File: src/rtl/sha_pkg.sv
// ----------------------------------------------------------------------------
// sha_pkg
// Shared types, round constants and round functions for the SHA-256 hasher.
// ----------------------------------------------------------------------------
package sha_pkg;

   localparam int unsigned BLOCK_BYTES = 64;
   localparam int unsigned NUM_ROUNDS  = 64;
   localparam int unsigned CHAIN_WORDS = 8;

   localparam logic [7:0]  PAD_MARK   = 8'h80;
   localparam logic [63:0] BLOCK_BITS = 64'd512;
   localparam logic [5:0]  FILL_LAST  = 6'd63;   // byte that completes a block
   localparam logic [5:0]  LEN_POS    = 6'd56;   // first length byte
   localparam logic [5:0]  FILL_ROOM  = 6'd55;   // most bytes held that still fit mark + length
   localparam logic [5:0]  ROUND_LAST = 6'd63;
   localparam logic [2:0]  WORD_LAST  = 3'd7;

   localparam logic [31:0] INIT_HASH [CHAIN_WORDS] = '{
      32'h6a09e667, 32'hbb67ae85, 32'h3c6ef372, 32'ha54ff53a,
      32'h510e527f, 32'h9b05688c, 32'h1f83d9ab, 32'h5be0cd19
   };

   localparam logic [31:0] ROUND_K [NUM_ROUNDS] = '{
      32'h428a2f98, 32'h71374491, 32'hb5c0fbcd, 32'he9b5dba5,
      32'h3956c25b, 32'h59f111f1, 32'h923f82a4, 32'hab1c5ed5,
      32'hd807aa98, 32'h12835b01, 32'h243185be, 32'h550c7dc3,
      32'h72be5d74, 32'h80deb1fe, 32'h9bdc06a7, 32'hc19bf174,
      32'he49b69c1, 32'hefbe4786, 32'h0fc19dc6, 32'h240ca1cc,
      32'h2de92c6f, 32'h4a7484aa, 32'h5cb0a9dc, 32'h76f988da,
      32'h983e5152, 32'ha831c66d, 32'hb00327c8, 32'hbf597fc7,
      32'hc6e00bf3, 32'hd5a79147, 32'h06ca6351, 32'h14292967,
      32'h27b70a85, 32'h2e1b2138, 32'h4d2c6dfc, 32'h53380d13,
      32'h650a7354, 32'h766a0abb, 32'h81c2c92e, 32'h92722c85,
      32'ha2bfe8a1, 32'ha81a664b, 32'hc24b8b70, 32'hc76c51a3,
      32'hd192e819, 32'hd6990624, 32'hf40e3585, 32'h106aa070,
      32'h19a4c116, 32'h1e376c08, 32'h2748774c, 32'h34b0bcb5,
      32'h391c0cb3, 32'h4ed8aa4a, 32'h5b9cca4f, 32'h682e6ff3,
      32'h748f82ee, 32'h78a5636f, 32'h84c87814, 32'h8cc70208,
      32'h90befffa, 32'ha4506ceb, 32'hbef9a3f7, 32'hc67178f2
   };

   // Controller to datapath
   typedef struct packed {
      logic load_byte;     // shift one byte into the block window
      logic sel_pad;       // byte comes from the padding generator
      logic pad_len;       // current pad block carries the length field
      logic start_comp;    // load working vars from chain, clear round count, add a block to the bit count
      logic round_en;      // run one round
      logic update_chain;  // chain += working vars
      logic pad_init;      // latch total bit length, arm the 0x80 mark
      logic emit_adv;      // digest word taken
      logic restart;       // back to initial hash for the next message
   } sha_cmd_type;

   // Datapath to controller
   typedef struct packed {
      logic fill_full;     // next byte completes the block
      logic fill_low;      // mark and length fit in the current block
      logic round_last;
      logic emit_last;
   } sha_status_type;

   function automatic logic [31:0] big_sigma0(input logic [31:0] x);
      return {x[1:0], x[31:2]} ^ {x[12:0], x[31:13]} ^ {x[21:0], x[31:22]};
   endfunction

   function automatic logic [31:0] big_sigma1(input logic [31:0] x);
      return {x[5:0], x[31:6]} ^ {x[10:0], x[31:11]} ^ {x[24:0], x[31:25]};
   endfunction

   function automatic logic [31:0] small_sigma0(input logic [31:0] x);
      return {x[6:0], x[31:7]} ^ {x[17:0], x[31:18]} ^ {3'b000, x[31:3]};
   endfunction

   function automatic logic [31:0] small_sigma1(input logic [31:0] x);
      return {x[16:0], x[31:17]} ^ {x[18:0], x[31:19]} ^ {10'b0, x[31:10]};
   endfunction

endpackage

File: src/rtl/sha_datapath.sv
// ----------------------------------------------------------------------------
// sha_datapath
// Block window, message schedule, single-round compression unit, chaining
// words, length counters and digest word select.
// ----------------------------------------------------------------------------
module sha_datapath
   import sha_pkg::*;
(
   input  logic           clock,
   input  logic           reset,
   input  sha_cmd_type    cmd,
   input  logic [7:0]     data_byte,
   output sha_status_type status,
   output logic [31:0]    digest_word,
   output logic [2:0]     word_index,
   output logic           last_word
);

   logic [511:0] win_ff, win_in;       // 16 schedule words, word 0 on top
   logic [31:0]  chain_ff [CHAIN_WORDS];
   logic [31:0]  chain_in [CHAIN_WORDS];
   logic [31:0]  work_ff [CHAIN_WORDS];
   logic [31:0]  work_in [CHAIN_WORDS];
   logic [5:0]   fill_ff, fill_in;
   logic [63:0]  msg_bits_ff, msg_bits_in;
   logic [63:0]  total_ff, total_in;
   logic         mark_ff, mark_in;
   logic [5:0]   round_ff, round_in;
   logic [2:0]   out_idx_ff, out_idx_in;

   logic [7:0]   pad_byte;
   logic [7:0]   byte_in;
   logic         len_byte;
   logic [31:0]  w0, w1, w9, w14;
   logic [31:0]  sched;
   logic [31:0]  t1, t2;

   assign w0  = win_ff[511:480];
   assign w1  = win_ff[479:448];
   assign w9  = win_ff[223:192];
   assign w14 = win_ff[63:32];
   assign sched = small_sigma1(w14) + w9 + small_sigma0(w1) + w0;

   assign t1 = work_ff[7] + big_sigma1(work_ff[4])
             + ((work_ff[4] & work_ff[5]) ^ (~work_ff[4] & work_ff[6]))
             + ROUND_K[round_ff] + w0;
   assign t2 = big_sigma0(work_ff[0])
             + ((work_ff[0] & work_ff[1]) ^ (work_ff[0] & work_ff[2])
                ^ (work_ff[1] & work_ff[2]));

   // Padding byte: mark first, then zeros, length bytes at the tail of the final block
   assign len_byte = !mark_ff && cmd.pad_len && (fill_ff >= LEN_POS);
   assign pad_byte = mark_ff ? PAD_MARK : (len_byte ? total_ff[63:56] : 8'h00);
   assign byte_in  = cmd.sel_pad ? pad_byte : data_byte;

   always_comb begin
      win_in      = win_ff;
      fill_in     = fill_ff;
      msg_bits_in = msg_bits_ff;
      total_in    = total_ff;
      mark_in     = mark_ff;
      round_in    = round_ff;
      out_idx_in  = out_idx_ff;
      chain_in    = chain_ff;
      work_in     = work_ff;

      if (cmd.load_byte) begin
         win_in  = {win_ff[503:0], byte_in};
         fill_in = fill_ff + 6'd1;
      end else if (cmd.round_en) begin
         win_in = {win_ff[479:0], sched};
      end

      if (cmd.load_byte && cmd.sel_pad) begin
         mark_in = 1'b0;
         if (len_byte) begin
            total_in = {total_ff[55:0], 8'h00};
         end
      end
      if (cmd.pad_init) begin
         total_in = msg_bits_ff + {55'd0, fill_ff, 3'b000};
         mark_in  = 1'b1;
      end

      if (cmd.start_comp) begin
         work_in     = chain_ff;
         round_in    = '0;
         msg_bits_in = msg_bits_ff + BLOCK_BITS;
      end else if (cmd.round_en) begin
         work_in[7] = work_ff[6];
         work_in[6] = work_ff[5];
         work_in[5] = work_ff[4];
         work_in[4] = work_ff[3] + t1;
         work_in[3] = work_ff[2];
         work_in[2] = work_ff[1];
         work_in[1] = work_ff[0];
         work_in[0] = t1 + t2;
         round_in   = round_ff + 6'd1;
      end

      if (cmd.update_chain) begin
         for (int i = 0; i < CHAIN_WORDS; i++) begin
            chain_in[i] = chain_ff[i] + work_ff[i];
         end
      end

      if (cmd.emit_adv) begin
         out_idx_in = out_idx_ff + 3'd1;
      end

      if (cmd.restart) begin
         chain_in    = INIT_HASH;
         fill_in     = '0;
         msg_bits_in = '0;
      end
   end

   always_ff @(posedge clock) begin
      if (reset) begin
         chain_ff    <= INIT_HASH;
         fill_ff     <= '0;
         msg_bits_ff <= '0;
         mark_ff     <= 1'b0;
         round_ff    <= '0;
         out_idx_ff  <= '0;
      end else begin
         chain_ff    <= chain_in;
         fill_ff     <= fill_in;
         msg_bits_ff <= msg_bits_in;
         mark_ff     <= mark_in;
         round_ff    <= round_in;
         out_idx_ff  <= out_idx_in;
      end
   end

   always_ff @(posedge clock) begin
      win_ff   <= win_in;
      work_ff  <= work_in;
      total_ff <= total_in;
   end

   assign status.fill_full  = (fill_ff == FILL_LAST);
   assign status.fill_low   = (fill_ff <= FILL_ROOM);
   assign status.round_last = (round_ff == ROUND_LAST);
   assign status.emit_last  = (out_idx_ff == WORD_LAST);

   assign digest_word = chain_ff[out_idx_ff];
   assign word_index  = out_idx_ff;
   assign last_word   = (out_idx_ff == WORD_LAST);

endmodule

File: src/rtl/sha_ctrl.sv
// ----------------------------------------------------------------------------
// sha_ctrl
// Sequencer: byte intake, compression, padding and digest output.
// ----------------------------------------------------------------------------
module sha_ctrl
   import sha_pkg::*;
(
   input  logic           clock,
   input  logic           reset,
   input  logic           req_valid,
   output logic           req_stall,
   input  logic           req_has_byte,
   input  logic           req_end_of_message,
   output logic           rsp_valid,
   input  logic           rsp_stall,
   input  sha_status_type status,
   output sha_cmd_type    cmd
);

   localparam logic [2:0] ST_IDLE     = 3'd0;
   localparam logic [2:0] ST_ROUND    = 3'd1;
   localparam logic [2:0] ST_UPDATE   = 3'd2;
   localparam logic [2:0] ST_PAD_INIT = 3'd3;
   localparam logic [2:0] ST_PAD      = 3'd4;
   localparam logic [2:0] ST_EMIT     = 3'd5;

   logic [2:0] state_ff, state_in;
   logic       fin_pending_ff, fin_pending_in;   // end seen, padding not yet begun
   logic       padding_ff, padding_in;           // in the padding blocks
   logic       len_ok_ff, len_ok_in;             // current pad block takes the length
   logic       accept;

   assign req_stall = (state_ff != ST_IDLE);
   assign rsp_valid = (state_ff == ST_EMIT);
   assign accept    = req_valid && !req_stall;

   always_comb begin
      state_in       = state_ff;
      fin_pending_in = fin_pending_ff;
      padding_in     = padding_ff;
      len_ok_in      = len_ok_ff;
      cmd            = '0;
      cmd.pad_len    = len_ok_ff;

      unique case (state_ff)
         ST_IDLE: begin
            if (accept) begin
               cmd.load_byte  = req_has_byte;
               fin_pending_in = req_end_of_message;
               if (req_has_byte && status.fill_full) begin
                  cmd.start_comp = 1'b1;
                  state_in       = ST_ROUND;
               end else if (req_end_of_message) begin
                  state_in = ST_PAD_INIT;
               end
            end
         end
         ST_ROUND: begin
            cmd.round_en = 1'b1;
            if (status.round_last) begin
               state_in = ST_UPDATE;
            end
         end
         ST_UPDATE: begin
            cmd.update_chain = 1'b1;
            if (padding_ff) begin
               if (len_ok_ff) begin
                  state_in = ST_EMIT;
               end else begin
                  len_ok_in = 1'b1;
                  state_in  = ST_PAD;
               end
            end else if (fin_pending_ff) begin
               state_in = ST_PAD_INIT;
            end else begin
               state_in = ST_IDLE;
            end
         end
         ST_PAD_INIT: begin
            cmd.pad_init   = 1'b1;
            len_ok_in      = status.fill_low;
            padding_in     = 1'b1;
            fin_pending_in = 1'b0;
            state_in       = ST_PAD;
         end
         ST_PAD: begin
            cmd.load_byte = 1'b1;
            cmd.sel_pad   = 1'b1;
            if (status.fill_full) begin
               cmd.start_comp = 1'b1;
               state_in       = ST_ROUND;
            end
         end
         ST_EMIT: begin
            if (!rsp_stall) begin
               cmd.emit_adv = 1'b1;
               if (status.emit_last) begin
                  cmd.restart = 1'b1;
                  padding_in  = 1'b0;
                  len_ok_in   = 1'b0;
                  state_in    = ST_IDLE;
               end
            end
         end
         default: begin
            state_in = ST_IDLE;
         end
      endcase
   end

   always_ff @(posedge clock) begin
      if (reset) begin
         state_ff       <= ST_IDLE;
         fin_pending_ff <= 1'b0;
         padding_ff     <= 1'b0;
         len_ok_ff      <= 1'b0;
      end else begin
         state_ff       <= state_in;
         fin_pending_ff <= fin_pending_in;
         padding_ff     <= padding_in;
         len_ok_ff      <= len_ok_in;
      end
   end

endmodule

File: src/rtl/sha256_stream_hasher.sv
// ----------------------------------------------------------------------------
// sha256_stream_hasher
// SHA-256 over a byte stream, digest out as eight 32-bit words.
// ----------------------------------------------------------------------------
// Each request transaction carries at most one message byte and may mark the
// end of the message. A byte transaction is taken whenever the hasher is idle.
// The 64th byte of a block starts a compression on the single shared round
// unit: the rounds (ST_ROUND) and then the fold of the result into the
// chaining words (ST_UPDATE) run with req_stall high throughout, so no byte is
// taken while a block is being compressed. At the end of a message the
// hasher latches the bit length, then shifts in one padding byte per cycle up
// to the block boundary and compresses; when more than 55 bytes were held a
// second all-padding block follows. The digest then leaves as eight response
// transactions, word 0 (most significant) first, after which the hasher is
// back at the initial hash for the next message. An item with neither a byte
// nor the end mark has no effect. No new request is taken until the last
// digest word has been taken.
// ----------------------------------------------------------------------------
module sha256_stream_hasher
   import sha_pkg::*;
(
   input  logic        clock,
   input  logic        reset,
   // request channel
   input  logic        req_valid,
   output logic        req_stall,
   input  logic [7:0]  req_data_byte,
   input  logic        req_has_byte,
   input  logic        req_end_of_message,
   // response channel
   output logic        rsp_valid,
   input  logic        rsp_stall,
   output logic [31:0] rsp_digest_word,
   output logic [2:0]  rsp_word_index,
   output logic        rsp_last_word
);

   sha_cmd_type    cmd;
   sha_status_type status;

   // Sequencer: owns both handshakes, drives the datapath by command
   sha_ctrl u_ctrl (
      .clock              (clock),
      .reset              (reset),
      .req_valid          (req_valid),
      .req_stall          (req_stall),
      .req_has_byte       (req_has_byte),
      .req_end_of_message (req_end_of_message),
      .rsp_valid          (rsp_valid),
      .rsp_stall          (rsp_stall),
      .status             (status),
      .cmd                (cmd)
   );

   // Block window, schedule, round unit, chaining words
   sha_datapath u_datapath (
      .clock       (clock),
      .reset       (reset),
      .cmd         (cmd),
      .data_byte   (req_data_byte),
      .status      (status),
      .digest_word (rsp_digest_word),
      .word_index  (rsp_word_index),
      .last_word   (rsp_last_word)
   );

`ifndef SYNTH
   // No request is taken while a digest is being delivered
   assert property (@(posedge clock) disable iff (reset)
      rsp_valid |-> req_stall)
      else $error("request side open during digest output");

   // Words go out in order, one per response transaction
   assert property (@(posedge clock) disable iff (reset)
      (rsp_valid && !rsp_stall && !rsp_last_word) |=>
         (rsp_valid && (rsp_word_index == 3'($past(rsp_word_index) + 3'd1))))
      else $error("digest word sequence broken");

   // After the last word the response side goes quiet and requests reopen
   assert property (@(posedge clock) disable iff (reset)
      (rsp_valid && !rsp_stall && rsp_last_word) |=> (!rsp_valid && !req_stall))
      else $error("digest output did not end after last word");

   // The last-word flag marks exactly the eighth word
   assert property (@(posedge clock) disable iff (reset)
      rsp_valid |-> (rsp_last_word == (rsp_word_index == WORD_LAST)))
      else $error("last word flag out of step with word index");
`endif

endmodule

File: config.mk
export PLATFORM = sky130hd
export DESIGN_NAME = sha256_stream_hasher
export DESIGN_NICKNAME = d
export VERILOG_FILES = /design/src/rtl/sha_pkg.sv /design/src/rtl/sha_datapath.sv /design/src/rtl/sha_ctrl.sv /design/src/rtl/sha256_stream_hasher.sv
export SDC_FILE = /design/constraint.sdc
export NUM_CORES = 2
export LEC_CHECK = 0
export BUFFER_PORTS_ARGS = -buffer_cell sky130_fd_sc_hd__buf_2
export CAP_MARGIN = 20
export CORE_MARGIN = 1.5
export CORE_UTILIZATION = 55
export DETAILED_ROUTE_END_ITERATION = 6
export HOLD_SLACK_MARGIN = 0.02
export PLACE_DENSITY = 0.82
export SLEW_MARGIN = 5
export SYNTH_ARGS = -nofsm -noshare
export SYNTH_HDL_FRONTEND = slang
export SYNTH_SLANG_ARGS = --single-unit
export TNS_END_PERCENT = 100
File: constraint.sdc
create_clock -name clock -period 18 [get_ports clock]
set_clock_uncertainty 0.1 [all_clocks]
set_input_delay 0.9 -clock clock [delete_from_list [all_inputs] [get_ports clock]]
set_output_delay 0.9 -clock clock [all_outputs]
set_load 0.05 [all_outputs]
==> reports/results.ini <==
[floorplanning]
die-area_um2=140000
ioPinCount=52
die_h_um=374
core-area_um2=136000
initial_utilization_pct=55.6
die_w_um=374
row_count=135

[setup_path]
crit_path_frequent_cell=fa_1
critPathCaptureType=flop
slowest_delay_ns=0.80
required_ns=18.40
critPathKind=reg -> reg
start_kind=flop
critPathMaxFanout=27
r2r_start=u_datapath.round_ff[0]$_SDFFE_PP0P_
cpMaxStageDelayCell=ha_1
cp.arrival_ns=11.01
r2r-end=u_datapath.work_ff[253]$_DFFE_PP_
r2r_cells=37
rrSetupSlack_ns=7.39

[finish]
layout.cells.non_filler=10100
area_delta_synth_final_pct=7.54
design_area_um2=81400
n_fill_cell=11200
multiInputGateArea_um2=41200
register_area_um2=31600
final_nets=8832
drive_gt1_share_pct=5.69
antenna_cells=0

[sta]
period_share_pct=58.9
tightest_slew_ns=1.21
hold_viol=0
rsz0062_at_grt=no
slew_viol_final=0
fmax_ghz=0.0942
finalSetupViolations=0
setup_tns_ns=0
min_period_ns=10.61
relSlewSlack_pct=19.1

[grt]
track_usage_pct=32.3
grt_pass1_vias=59500
overflow=0
antenna_found_initial=6
grt_max_degree=207
grt_pass1_wl_um=351000

[run_status]
violations=design-rule violations
status=complete, but fails checks

[placement]
placed_cell_area_um2=77000
portBuffers=51
dp_hpwl_um=165000
gp_congestion=1.02
dp.cells=9869

[clocking]
clock_sinks=1162
path_clk_slew_ns=0.06
cts_buffers=132
cts_htree_levels=4
cts_setup_buffers=0
clk_latency_ns=0.79
cts-root-to-sink-buffers=3
clock-root-buffer=clkbuf_16
hold_buffers=0
cts_tree=yes
cts_resized=0

[synthesis]
muxShareOfSynthArea_pct=3.12
avgSynthCellArea_um2=8.96
synth-simple-area-share_pct=18.9
synth_edf_count=829
synth_area_um2=75700
synthArstFlopShare_pct=0
ys_ff_latch=1162
synthCells=8442
ys_seq_area_share_pct=41.7
ys.flop_type=edfxtp_1
synth_compound_area_share_pct=13.4
yosys_warnings=0
yosys.area_share.xor_xnor_pct=7.00
synthAdderAreaFrac_pct=12.1
synth_cell_types=82
synthesis.nets=9049
synth_top_family_by_area=simple AND/OR/NAND/NOR gates

[worst_hold_path]
min_delay_path_depth=4
hp-start=rsp_stall
hold_class=in -> reg
holdPathEnd=u_datapath.word_index[2]$_SDFFE_PP0P_

[detailed_routing]
drt-vias-per-instance=6.19
route.detailed.drc=3
post_drt_wl_per_cell_um=22.8
via_count=62600
antenna_left=0
dr.first_iter.drc_count=7710
drt-total-wl_um=231000
firstDrtPassIters=7

[job]
drv_cap=0

worst max-delay path: cells and delay by family, from the launching register on:
family	cells	cell delay, ns
AND/OR/NAND/NOR	7	1.07
flip-flops	1	0.31
buffers and inverters	5	1.17
AO/OA/AOI/OAI	15	3.67
adder cells (fa/ha/maj)	8	3.53
XOR/XNOR	2	0.44
flip-flops by register name, summed over array words and instances (netlist names):
register                count
u_datapath.chain_ff       256
u_datapath.total_ff        61
u_ctrl.state_ff             3
u_ctrl.padding_ff           1
u_datapath.word_index       3
u_datapath.mark_ff          1
u_ctrl.len_ok_ff            1
u_datapath.win_ff         512
u_datapath.round_ff         6
u_datapath.work_ff        256
u_datapath.fill_ff          6
u_ctrl.fin_pending_ff       1
u_datapath.msg_bits_ff     55
through the flow:
| stage | util, % | hold WS [ns] | worst slack (ns) |
|---|---|---|---|
| after global routing | 59.8 | 0.383 | 6.77 |
| final | 59.8 | 0.356 | 7.39 |
| after detailed placement | 56.6 | 0.377 | 7.60 |
| after global placement | 56.6 | 0.372 | 7.65 |
| after floorplan | - | 0.355 | 9.40 |
| after CTS | 59.8 | 0.318 | 7.52 |
layout by cell type (no fill, tap or decap), drive strengths merged, types with 24 or more instances in the layout:
master  count
clkbuf    173
nand2    2669
mux2       36
ha        398
clkinv     61
o21bai     42
nor2      327
inv       308
edfxtp    829
xor2      208
a21oi     533
dfxtp     333
or3        47
mux4       72
xnor2     394
nand2b     66
o21ai     398
nor3       83
nand3      98
o21a       58
and3       51
o211ai    104
mux2i      33
nor2b      47
a211oi     53
buf       122
a21o      183
a31oi      57
nand4      29
maj3       24
fa        195
worst max-delay path by stage:
stage                                             start                           endpoint  slack, ns
global placement    u_datapath.round_ff[0]$_SDFFE_PP0P_  u_datapath.work_ff[252]$_DFFE_PP_       7.65
global route        u_datapath.round_ff[0]$_SDFFE_PP0P_  u_datapath.work_ff[252]$_DFFE_PP_       6.77
detailed placement  u_datapath.round_ff[0]$_SDFFE_PP0P_  u_datapath.work_ff[248]$_DFFE_PP_       7.60
floorplan           u_datapath.round_ff[2]$_SDFFE_PP0P_  u_datapath.work_ff[255]$_DFFE_PP_       9.40
finish              u_datapath.round_ff[0]$_SDFFE_PP0P_  u_datapath.work_ff[253]$_DFFE_PP_       7.39
CTS                 u_datapath.round_ff[0]$_SDFFE_PP0P_  u_datapath.work_ff[253]$_DFFE_PP_       7.52
cell type report:
cell class | instances | share of cell area, %
clock buffers | 173 | 4.38
clock inverters | 70 | 0.900
inverters | 305 | 1.41
multi-input cells | 6502 | 50.7
flip-flops and latches | 1162 | 38.8
well taps | 1781 | 2.74
repair buffers | 122 | 1.07
synthesized netlist by cell type, drive strengths merged, types with 9 or more instances:
cell type	instances	share of area (%)
a21o	183	1.8
nand2	2669	13
o22ai	11	0.091
o31ai	22	0.22
o21bai	42	0.42
and4	12	0.14
nand4	29	0.24
ha	398	6.6
and3	51	0.42
dfxtp	333	8.8
or3	47	0.39
a221o	13	0.17
mux4	72	2.1
a31oi	57	0.47
a221oi	22	0.25
nand3	98	0.65
a21oi	533	3.5
nor4	10	0.083
a211o	12	0.14
a21boi	20	0.20
o21ai	398	2.6
nor2	327	1.6
mux2	36	0.54
nand2b	66	0.55
a211oi	53	0.53
xnor2	394	4.6
and2	19	0.16
o21a	58	0.58
fa	195	5.2
nor3b	11	0.11
edfxtp	829	33
o211ai	104	1.0
mux2i	33	0.44
buf	33	0.17
clkbuf	440	2.2
a2111oi	13	0.16
maj3	24	0.32
inv	300	1.5
xor2	208	2.4
nor2b	47	0.39
o41ai	9	0.10
nor3	83	0.55
o311ai	15	0.17
or2	20	0.17
metal layers:
layer / wire (µm) / share of wire, % / up-vias / global-route usage, %
met3: 22700 / 9.8 / 607 / 6.32
met1: 91800 / 40 / 30200 / 43.5
met2: 104000 / 45 / 3241 / 50.5
li1: - / - / 28600 / -
met4: 11900 / 5.2 / 10 / 14.8
met5: 63 / 0.027 / - / 0
cells by family after synthesis:
logic type / Yosys count
AOI/OAI and AO/OA: 1635
adders and majority gates: 617
buffers and inverters: 778
muxes: 141
DFF: 1162
xor gates and xnor gates: 603
and+or+nand+nor: 3506
Power is not shown: default switching activity piles up to over one toggle a cycle in this logic, so the estimate is an artifact.
